File: src/rtl/pqt_pkg.sv
// ---------------------------------------------------------------------------
// pqt_pkg - shared types and constants of the Poisson quantile table
// Item formats, fixed-point widths, command codes, controller states and the
// command/status bundles between controller and datapath.
// ---------------------------------------------------------------------------
package pqt_pkg;

	localparam int TABLE_DEPTH_DEF = 1024;
	localparam int IDX_W           = 10;
	localparam int MEAN_W          = 20;
	localparam int PROB_W          = 49;   // Q0.48 plus the bit for 1.0
	localparam int COUNT_W         = 8;
	localparam int SCALED_W        = 52;   // floor(p * mean / 2^16)
	localparam int HALF_W          = 24;   // low half of p for the split multiply
	localparam int PROD_W          = 45;
	localparam int STEP_W          = 6;    // divide step counter

	localparam logic [PROB_W-1:0]  PROB_ONE  = PROB_W'(1) << 48;
	localparam logic [COUNT_W-1:0] COUNT_MAX = 8'd255;

	localparam logic CMD_REBUILD = 1'b0;
	localparam logic CMD_READ    = 1'b1;

	typedef struct packed {
		logic                command;
		logic [MEAN_W-1:0]   mean;
		logic [PROB_W-1:0]   start_probability;
		logic [IDX_W-1:0]    index;
	} in_item_t;

	typedef struct packed {
		logic [COUNT_W-1:0]  count;
	} out_item_t;

	typedef enum logic [3:0] {
		ST_IDLE,
		ST_READ,
		ST_CMP,
		ST_MUL_LO,
		ST_MUL_HI,
		ST_DIV,
		ST_UPD_P,
		ST_UPD_C,
		ST_WRITE,
		ST_DONE
	} state_t;

	typedef struct packed {
		logic start;      // load a rebuild request
		logic rd_en;      // read the table for a read request
		logic rise;       // bump the event count
		logic mul_lo;
		logic mul_hi;
		logic div_step;
		logic upd_p;
		logic upd_c;
		logic write;      // store count at the current entry, advance
		logic out_read;
		logic out_build;
	} dp_cmd_t;

	typedef struct packed {
		logic below;      // cumulative sum below current threshold
		logic last;       // current entry is the last one
	} dp_status_t;

endpackage

File: src/rtl/pqt_ctrl.sv
// ---------------------------------------------------------------------------
// pqt_ctrl - sequencer of the quantile table
// Accepts requests, steps the datapath through a rebuild or a read and owns
// the result valid flag.
// ---------------------------------------------------------------------------
module pqt_ctrl
	import pqt_pkg::*;
(
	input  logic       clk,
	input  logic       arst_n,
	input  logic       req_valid,
	input  logic       req_command,
	output logic       req_ready,
	output logic       res_valid,
	input  logic       res_ready,
	output dp_cmd_t    cmd,
	input  dp_status_t status
);

	state_t            state_q, state_d;
	logic [STEP_W-1:0] step_q;
	logic              out_valid_q;
	logic              out_free;

	assign out_free  = !out_valid_q || res_ready;
	assign req_ready = (state_q == ST_IDLE);
	assign res_valid = out_valid_q;

	always_comb begin
		state_d = state_q;
		case (state_q)
			ST_IDLE: begin
				if (req_valid) begin
					state_d = (req_command == CMD_READ) ? ST_READ : ST_CMP;
				end
			end
			ST_READ:   if (out_free) state_d = ST_IDLE;
			ST_CMP:    state_d = status.below ? ST_MUL_LO : ST_WRITE;
			ST_MUL_LO: state_d = ST_MUL_HI;
			ST_MUL_HI: state_d = ST_DIV;
			ST_DIV: begin
				if (step_q == STEP_W'(SCALED_W - 1)) state_d = ST_UPD_P;
			end
			ST_UPD_P:  state_d = ST_UPD_C;
			ST_UPD_C:  state_d = ST_WRITE;
			ST_WRITE:  state_d = status.last ? ST_DONE : ST_CMP;
			ST_DONE:   if (out_free) state_d = ST_IDLE;
			default:   state_d = ST_IDLE;
		endcase
	end

	always_comb begin
		cmd = '0;
		case (state_q)
			ST_IDLE: begin
				cmd.rd_en = req_valid && (req_command == CMD_READ);
				cmd.start = req_valid && (req_command == CMD_REBUILD);
			end
			ST_READ:   cmd.out_read  = out_free;
			ST_CMP:    cmd.rise      = status.below;
			ST_MUL_LO: cmd.mul_lo    = 1'b1;
			ST_MUL_HI: cmd.mul_hi    = 1'b1;
			ST_DIV:    cmd.div_step  = 1'b1;
			ST_UPD_P:  cmd.upd_p     = 1'b1;
			ST_UPD_C:  cmd.upd_c     = 1'b1;
			ST_WRITE:  cmd.write     = 1'b1;
			ST_DONE:   cmd.out_build = out_free;
			default:   cmd = '0;
		endcase
	end

	always_ff @(posedge clk or negedge arst_n) begin
		if (!arst_n) begin
			state_q     <= ST_IDLE;
			step_q      <= '0;
			out_valid_q <= 1'b0;
		end else begin
			state_q <= state_d;
			if (cmd.mul_hi) begin
				step_q <= '0;
			end else if (cmd.div_step) begin
				step_q <= step_q + STEP_W'(1);
			end
			if (cmd.out_read || cmd.out_build) begin
				out_valid_q <= 1'b1;
			end else if (res_ready) begin
				out_valid_q <= 1'b0;
			end
		end
	end

endmodule

File: config.mk
export PLATFORM = sky130hd
export DESIGN_NAME = pqt_ctrl
export DESIGN_NICKNAME = d
export VERILOG_FILES = /design/src/rtl/pqt_pkg.sv /design/src/rtl/pqt_ctrl.sv
export SDC_FILE = /design/constraint.sdc
export NUM_CORES = 1
export LEC_CHECK = 0
export ABC_AREA = 1
export BUFFER_PORTS_ARGS = -buffer_cell sky130_fd_sc_hd__buf_4
export CAP_MARGIN = 25
export CELL_PAD_IN_SITES_DETAIL_PLACEMENT = 0
export CELL_PAD_IN_SITES_GLOBAL_PLACEMENT = 2
export CORE_ASPECT_RATIO = 0.9
export CORE_UTILIZATION = 29
export CTS_CLUSTER_SIZE = 16
export DETAILED_ROUTE_END_ITERATION = 10
export PLACE_DENSITY_LB_ADDON = 0.1
export SYNTH_ARGS = -nofsm -noshare
export SYNTH_HDL_FRONTEND = slang
export SYNTH_SLANG_ARGS = --single-unit
File: constraint.sdc
create_clock -name clk -period 3.23 [get_ports clk]
set_input_delay 0.646 -clock clk [delete_from_list [all_inputs] [get_ports clk]]
set_output_delay 0.646 -clock clk [all_outputs]
set_load 0.1 [all_outputs]
After elaboration in Yosys (flattened, before gate mapping)
Cells that the tools add are included.
{"block": "word_totals", "reg_bits": 11}
{"block": "classes", "addsub": 1, "n_eq_ne": 13, "muxes": 21, "n_bitwise": 1, "reduce_logical": 10}
{"cell": "case mux 4 bit (9 select lines)", "count": 1}
{"cell": "2-to-1 mux 4 bit", "count": 5}
{"cell": "equality test 4 x 3 -> 1 bit (second input constant)", "count": 4}
{"cell": "2-to-1 mux 6 bit", "count": 2}
{"cell": "2-to-1 mux 1 bit", "count": 11}
{"cell": "equality test 4 x 2 -> 1 bit (second input constant)", "count": 2}
{"cell": "equality test 4 bit (second input constant)", "count": 2}
{"cell": "adder 6 x 1 -> 6 bit (second input constant)", "count": 1}
{"cell": "equality test 6 bit (second input constant)", "count": 1}
{"cell": "equality test 4 x 1 -> 1 bit (second input constant)", "count": 1}
{"cell": "zero test 4 bit", "count": 1}
{"cell": "2-to-1 mux 2 bit", "count": 2}
{"cell": "inequality test 2 bit (second input constant)", "count": 2}
{"cell": "nonzero test 2 bit", "count": 2}
{"cell": "AND reduction 3 bit", "count": 1}
{"cell": "logical AND 1 bit", "count": 2}
{"cell": "logical OR 1 bit", "count": 2}
{"cell": "inequality test 2 x 1 -> 1 bit (second input constant)", "count": 1}
{"cell": "OR reduction 2 bit", "count": 1}
{"cell": "zero test 1 bit", "count": 1}
{"cell": "NOT 1 bit", "count": 1}

Depth between registers and ports, before layout
Gate-level depths: netlist (run 1).
{"block": "depth", "depth_word": 5, "depth_mapped": 8}

Worst setup path after synthesis (run 1)
Ideal clock, no wire load.
{"block": "synth_path", "kind": "reg2out", "startpoint": "register state_q[1]", "endpoint": "output cmd[10] in the netlist's numbering", "arrival_ns": 2.931, "setup_slack_ns": -0.347, "stages_incl_launch_ff": 6, "path_buffers": 0, "path_cell_list": "dfrtp_1 nor2_4 inv_2 nor2_2 nand2_1 nor2_1"}
{"element": "start: declaration", "line": "pqt_ctrl.sv:20", "rtl": "state_t state_q, state_d;"}
{"element": "start signal: assignment", "line": "pqt_ctrl.sv:78", "rtl": "state_q <= state_d;"}
{"element": "end: declaration", "line": "pqt_ctrl.sv:16", "rtl": "output dp_cmd_t cmd,"}

==> results.md, run 1 <==
* Clock root cell: clkbuf_4
* Detailed Routing Iterations Pass 1 at 4
* Area growth syn-to-layout at 24.8%
* Total grt overflow at 0
* Pleak at 0.569 nW
* Total CTS buffers at 3
* Fraction of layout cells with a size suffix above 1 at 28.1%
* Pwr Density at 977 nW/um^2
* CTS resizes at 0
* GRT Resource Usage Total at 14.0%
* Critical Path End Type: output port
* Routed wire length at 1910 um
* Clk_skew at 0.00133 ns
* Nets at 155
* Top post-synthesis cells by area: dfrtp_1 34%, nand2_1 16%, nor2_1 9.3%
* Drt drc at 0
* Total Neg Setup Slack at 0 ns
* Syn Nets at 132
* Maxcap violations at 0
* Post-DRT Antenna Nets at 0
* Slew margin rel. at 74.5%
* Synth top area share at 34.1%
* Tightest Pin Transition at 0.383 ns
* I/O Pins at 20
* CTS tree: yes
* Minimum clock period at 2.30 ns
* Die width at 57.7 um
* Peak supply drop at 0.434 mV
* Vias at 790
* Inserted Diodes at 0
* Status: completed
* Final setup vio count at 0
* #FFs+latches synth at 11
* Synth warn at 0
* Reg2reg end: state_q[0]$_DFFE_PN0P_
* Num rows at 17
* Hold buffers post-CTS at 0
* Cell depth of the worst flop-to-flop path at 8
* Worst skew pair latency at 0.26 ns
* First-pass GRT wire length at 3110 um
* Clk sinks at 11
* Setup bufs post-CTS at 0
* Post-DP HPWL at 1560 um
* Vias per Instance at 4.54
* DIE HEIGHT at 52.1 um
* Vias in the first global route at 696
* Largest net degree at the start of global routing at 12
* Synth Area in Simple Gates at 48.8%
* Final hold violations at 0
* Max Fclk at 435 MHz
* Clock buffer depth at 2
* Clk slew on worst S/H paths at 0.07 ns
* Area of the core at 2550 um^2
* Initial antenna violation count at 0
* Synth cell types at 18
* Fin crit share at 71.1%
* Routed length per instance at 10.9 um
* Seq/Total Area, Yosys at 34.1%
* Post-Place Cell Area at 982 um^2
* Reg-to-reg startpoint: step_q[0]$_DFFE_PN0P_
* Syn Inst Count at 124
* Cell accounting for the most synthesized area: dfrtp_1
* Synth Area per Inst at 6.52 um^2
* RSZ-0062 raised after global routing: false
* Worst hold-check path type: in -> async
* Reg-to-reg slack, setup at 1.92 ns
* DRT iter0 DRCs at 24
* Pins Over Slew Limit at 0
* Worst path required time at 2.58 ns
* GP Congestion at 0.722
* Worst Path Arrival at 1.65 ns
* Largest family of logic cells by synthesized area: simple AND/OR/NAND/NOR gates
* Initial Util at 31.7%
* Mux share of post-synthesis cell area at 0%
* Design Area, Final at 1010 um^2
* Post-Synth Adder-Cell Area at 1.55%
* CP max FO at 8
* Netlist Area Pre-Place at 808 um^2
* Critical Path Source Type: flip-flop
* H-tree Lvls at 1
* Register area at 275 um^2
* Compound-cell area share of the yosys netlist at 4.95%
* Area of the multi-input gates at 454 um^2
* Synth Area in XOR/XNOR at 0%
* Die ar. at 3000 um^2
* Setup CP Type: reg -> out
* Port Buf Inserts at 19
* Fillers at 281
==> how the worst max path moves through the flow <==
stage,startpoint,end,slack (ns),cells after the start
after global placement,res_ready,cmd[1],1.16,6
after global routing,state_q[0]$_DFFE_PN0P_,cmd[10],0.81,6
after floorplan,state_q[1]$_DFFE_PN0P_,cmd[10],0.08,5
final,state_q[1]$_DFFE_PN0P_,cmd[1],0.93,6
after detailed placement,res_ready,cmd[1],1.15,6
after CTS,state_q[1]$_DFFE_PN0P_,cmd[1],0.92,6
==> per-stage QoR <==
step,worst slack [ns],hold slack [ns],instances,util [%],power (mW)
2_1_floorplan,0.0836,0.350,124,-,0.776
3_3_place_gp,1.16,0.494,170,38.5,0.900
3_5_place_dp,1.15,0.492,170,38.5,0.899
4_1_cts,0.917,0.198,174,39.5,0.996
5_1_grt,0.811,0.197,174,39.5,1.06
6_report,0.932,0.201,174,39.5,0.986
==> Yosys cell counts, drive strengths merged <==
library cell   n
nor2          27
a21oi          2
buf            1
nand2         39
ha             1
nor3           2
o21ai          6
dfrtp         11
nand3         12
nand4          3
inv           20
==> cell families (layout without fill, tap and decap cells) <==
kind of cell | Yosys count | in the layout
simple gates | 83 | 83
buf+inv | 21 | 43
flops | 11 | 11
compound gates | 8 | 8
fa+ha+maj | 1 | 1
==> worst max-delay path, cell delays in order, from the launching register on <==
cell and delay [ns]:
dfrtp_1 0.50, inv_2 0.14, nand2_2 0.08, nor2_2 0.16, nand2_1 0.10, nor2_1 0.10
buf_4 0.30
==> power by group <==
part           internal [mW]  total, mW  switching, mW
Combinational          0.147      0.649          0.503
Clock                 0.0478     0.0942         0.0465
Sequential             0.175      0.242         0.0676
==> layout make-up <==
cell class,count,share of cell area (%)
Sequential cell,11,27.3
Inverter,20,7.44
Tap cell,28,3.47
Multi-Input combinational cell,92,45.0
Clock buffer,4,2.61
Timing Repair Buffer,19,14.1
==> cell usage in the layout (no fill, tap or decap), types with 3 or more instances in the layout <==
cell type	count
nand4_1	3
buf_4	19
nor2_4	3
nand3_1	10
nor2_1	19
o21ai_0	3
nand2_2	3
nor2_2	5
nand2_1	35
inv_1	16
clkbuf_4	3
inv_2	4
o21ai_1	3
dfrtp_1	11
==> per-layer routing <==
metal,up-vias,wire length [um],GRT usage (%)
met3,0,88,4.98
met5,-,0,0
met1,345,1050,19.9
met4,0,0,2.38
met2,15,764,20.5
li1,430,-,-
==> state kept, by name, indices dropped and copies added, names as in the netlist <==
signal / flops
state_q: 4
res_valid: 1
step_q: 6
Power figures use the tool's default switching activity.
==> run 2: changes to the inputs <==
Settings changed: CORE_UTILIZATION 29 to 27.
Clock period 3.23 ns to 2.4 ns, I/O delays scaled along.
==> run 2 against run 1 <==
Against the previous run:
- critical path depth decreased by 1
- sequential power is 34% higher
- power rose by 36%
- clock power is 43% higher
- via count stayed put
- critical path type unchanged
- critical endpoint unchanged
- worst setup slack worse by 0.66 ns
- final cell count increased by 6.9%
==> results.md, run 2 (synthesis gave the netlist of run 1 again) <==
* Die ar. at 3220 um^2
* Clk sinks at 11
* Critical Path Sink: cmd[1]
* Fin crit share at 88.7%
* Met2 WL post-DR at 896 um
* Routed wire length at 2040 um
* Slew margin rel. at 75.3%
* Vias in the first global route at 771
* GP Congestion at 0.775
* CP max FO at 8
* Finished Layout Cells at 186
* Drt drc at 0
* Met3 routed wirelength at 73 um
* Setup bufs post-CTS at 0
* Reg-to-reg startpoint: step_q[0]$_DFFE_PN0P_
* Hold buffers post-CTS at 0
* Initial antenna violation count at 0
* Final setup vio count at 0
* I/O Pins at 20
* Commonest non-fill, non-tap cell in the layout: nand2_1
* Initial Util at 28.9%
* GRT Resource Usage Total at 15.4%
* Worst Path Arrival at 1.65 ns
* Max Fclk at 469 MHz
* Maxcap violations at 0
* Total CTS buffers at 3
* Minimum clock period at 2.13 ns
* First-pass GRT wire length at 3550 um
* Final hold violations at 0
* CTS tree: yes
* Vias per Instance at 4.25
* CTS resizes at 0
* Fraction of layout cells with a size suffix above 1 at 30.1%
* Most frequent cells in the layout: 35 x nand2_1, 19 x buf_4, 16 x nor2_1, 16 x inv_1, 11 x dfrtp_1
* Status: completed
* Reg2reg end: state_q[0]$_DFFE_PN0P_
* Clk_skew at 0.00279 ns
* RSZ-0062 raised after global routing: false
* Port Buf Inserts at 19
* Post-Place Cells at 182
* Post-Place Cell Area at 1000 um^2
* Pwr Density at 1300 nW/um^2
* Area growth syn-to-layout at 27.6%
* Setup CP Type: reg -> out
* DRT iter0 DRCs at 34
* Clock root cell: clkbuf_4
* Area of the core at 2790 um^2
* Critical Path Source Type: flip-flop
* Largest net degree at the start of global routing at 12
* Cell depth of the worst flop-to-flop path at 8
* Detailed Routing Iterations Pass 1 at 4
* Vias at 790
* Worst path required time at 1.92 ns
* Pleak at 0.568 nW
* Num rows at 18
* Routed length per instance at 11.0 um
* Crit path from: state_q[0]$_DFFE_PN0P_
* Clock buffer depth at 2
* Post-DP HPWL at 1620 um
* Worst skew pair latency at 0.27 ns
* Max reg flops at 6
* Inserted Diodes at 0
* Total grt overflow at 0
* Met1 Wirelength at 1060 um
* Nets at 155
* Design Area, Final at 1030 um^2
* Peak supply drop at 0.694 mV
* Worst hold-check path type: in -> async
* Die width at 59.7 um
* Reg-to-reg slack, setup at 1.06 ns
* Post-DRT Antenna Nets at 0
* Largest reg by FF count: step_q
* Tightest Pin Transition at 0.370 ns
* H-tree Lvls at 1
* Tot Pwr at 1.34 mW
* DIE HEIGHT at 53.9 um
* Critical Path End Type: output port
* Pins Over Slew Limit at 0
* Clk slew on worst S/H paths at 0.08 ns
* Max Used Layer: met4
run 2: cell counts in the layout (fill, tap and decap cells not counted):
No cell type changed its count.
run 2: cell type report:
type                       count  area (um^2)
fill                         329         1760
timing repair buffer          19          143
inverter                      20         75.1
clock buffer                   4         26.3
multi-input combinational     92          462
sequential                    11          275
tap                           40         50.0
run 2: per-stage QoR:
stage                     TNS [ns]  utilization (%)  hold slack [ns]  worst slack, ns
after floorplan             -0.580                -            0.184           -0.580
after global placement           0             36.0            0.330            0.577
after detailed placement         0             36.0            0.331            0.562
after CTS                        0             36.9           0.0232            0.257
after global routing             0             36.9           0.0230            0.158
final                            0             36.9           0.0282            0.270
run 2: power by group:
group          total [mW]  internal [mW]  switching [mW]
Sequential          0.324          0.235          0.0889
Clock               0.135         0.0643          0.0710
Combinational       0.886          0.200           0.686
run 2: metal layers:
layer,up-vias,global-route usage (%)
met3,2,4.33
li1,428,-
met1,343,21.5
met4,0,3.49
met5,-,0
met2,17,23.5
run 2: how the worst min path moves through the flow:
stage                                  to  slack, ns  cells past startpoint
global route        res_valid$_DFFE_PN0P_       0.02                      1
detailed placement  res_valid$_DFFE_PN0P_       0.33                      1
floorplan           res_valid$_DFFE_PN0P_       0.18                      0
finish              step_q[0]$_DFFE_PN0P_       0.03                      1
CTS                 res_valid$_DFFE_PN0P_       0.02                      1
global placement    res_valid$_DFFE_PN0P_       0.33                      1
run 2: critical path: stages (launching register included):
cell,delay [ns]
dfrtp_1,0.57
nand2_2,0.14
nor2_2,0.16
nand2_1,0.13
nor2_2,0.10
buf_4,0.29
==> run 3: changes to the inputs <==
Settings changed: BUFFER_PORTS_ARGS -buffer_cell sky130_fd_sc_hd__buf_4 to not set, CORE_UTILIZATION 27 to 31, DONT_BUFFER_PORTS set to 1.
==> run 3 against run 2 <==
Against the previous run:
- wire length fell by 4.5%
- sequential share of layout area is 0.097 points higher
- power grew 2.6%
- via count shrank 2.5%
- critical path depth stayed put
- hold slack improved by 0.38 ns
- final area fell by 0.36%
- clock skew rose by 0.0055 ns
- critical endpoint unchanged
- largest cell class unchanged
- highest routed layer unchanged
==> results.md, run 3 (synthesis gave the netlist of run 1 again) <==
* Minimum clock period at 2.11 ns
* RSZ-0062 raised after global routing: false
* Max Fclk at 475 MHz
* Final hold violations at 0
* Total Neg Setup Slack at 0 ns
* Initial antenna violation count at 0
* CTS tree: yes
* Inserted Diodes at 0
* Post-Place Cells at 164
* Tightest Pin Transition at 0.537 ns
* GRT Resource Usage Total at 15.8%
* Pins Over Slew Limit at 0
* Clk sinks at 11
* Die ar. at 2820 um^2
* Setup bufs post-CTS at 0
* Worst Path Arrival at 1.63 ns
* Worst hold-check path type: in -> reg
* CTS resizes at 0
* Vias per Instance at 4.56
* Die width at 55.8 um
* Pwr Density at 1340 nW/um^2
* Total grt overflow at 0
* Fin crit share at 87.8%
* Drt drc at 0
* Tot Pwr at 1.38 mW
* CP max FO at 8
* Worst skew pair latency at 0.28 ns
* DRT iter0 DRCs at 20
* Most frequent cells in the layout: 35 x nand2_1, 16 x inv_1, 15 x nor2_1
* Vias in the first global route at 687
* Clock buffer depth at 2
* Critical Path End Type: output port
* Final setup vio count at 0
* Finished Layout Cells at 169
* Largest net degree at the start of global routing at 12
* DIE HEIGHT at 50.4 um
* Total CTS buffers at 3
* Vias at 770
* Setup CP Type: reg -> out
* Clk_skew at 0.00833 ns
* Port Buf Inserts at 0
* Maxcap violations at 0
* Fillers at 262
* Status: completed
* Worst hold stages at 3
* Detailed Routing Iterations Pass 1 at 4
* Max reg flops at 6
* Post-DRT Antenna Nets at 0
* Post-DP HPWL at 1560 um
* Initial Util at 32.8%
* Worst path required time at 1.92 ns
* Slew margin rel. at 64.1%
* Clk slew on worst S/H paths at 0.08 ns
* Area of the core at 2470 um^2
* Area growth syn-to-layout at 27.1%
* Clock root cell: clkbuf_4
* Pleak at 0.555 nW
* H-tree Lvls at 1
* I/O Pins at 20
* Critical Path Source Type: flip-flop
* Cell depth of the worst flop-to-flop path at 7
* Largest reg by FF count: step_q
* Commonest non-fill, non-tap cell in the layout: nand2_1
* Fraction of layout cells with a size suffix above 1 at 27.7%
* First-pass GRT wire length at 3270 um
* Nets at 150
* Num rows at 17
* GP Congestion at 0.751
* Peak supply drop at 0.773 mV
* Routed wire length at 1950 um
* Hold buffers post-CTS at 1
* Routed length per instance at 11.5 um
## run 3: cell count changes in the layout (fill, tap and decap cells not counted), sizes merged
cell and change:
buf -6, dlygate4sd3 +1
## run 3: worst max-delay path: stages, from the launching register on
cell	delay, ns
dfrtp_1	0.59
nand2_2	0.14
nor2_2	0.16
nand2_1	0.12
nor2_2	0.14
buf_12	0.19
## run 3: path summary, 6_finish.rpt
path,startpoint,to,slack [ns]
worst max register to register,state_q[0]$_DFFE_PN0P_,state_q[0]$_DFFE_PN0P_,0.86
worst min-delay path,res_ready,res_valid$_DFFE_PN0P_,0.41
worst max-delay path,state_q[0]$_DFFE_PN0P_,cmd[1],0.29
min in group asynchronous,arst_n,state_q[2]$_DFFE_PN0P_,0.61
worst min register to register,step_q[0]$_DFFE_PN0P_,step_q[0]$_DFFE_PN0P_,0.56
max in group asynchronous,arst_n,step_q[4]$_DFFE_PN0P_,1.42
## run 3: cell type report
class                   instances  area (um^2)  area share [%]
multi-input cells              92          470            45.8
well taps                      28         35.0            3.41
clock buffers                   4         26.3            2.56
repair buffers                 14          145            14.1
inverters                      20         75.1            7.31
flip-flops and latches         11          275            26.8
## run 3: routing by layer
metal  up-vias  part of all wire [%]  global-route usage [%]
met5         -                     0                       0
met4         0                  0.72                    3.66
met1       335                    55                    22.5
li1        418                     -                       -
met2        15                    40                    22.7
met3         2                   4.9                    5.67
## run 3: power breakdown
part	switching, mW	internal (mW)	leakage [nW]
sequential	0.0912	0.235	0.146
combinational	0.695	0.225	0.394
clock	0.0695	0.0645	0.0150
total	0.856	0.525	0.555
## run 3: stage by stage
step | utilization (%) | cell area [um^2] | setup slack, ns | hold WS [ns]
floorplan | - | 823 | -0.580 | 0.184
global placement | 40.2 | 991 | 0.588 | 0.185
detailed placement | 40.2 | 991 | 0.589 | 0.185
CTS | 41.6 | 1030 | 0.278 | 0.406
global route | 41.6 | 1030 | 0.165 | 0.407
finish | 41.6 | 1030 | 0.294 | 0.406
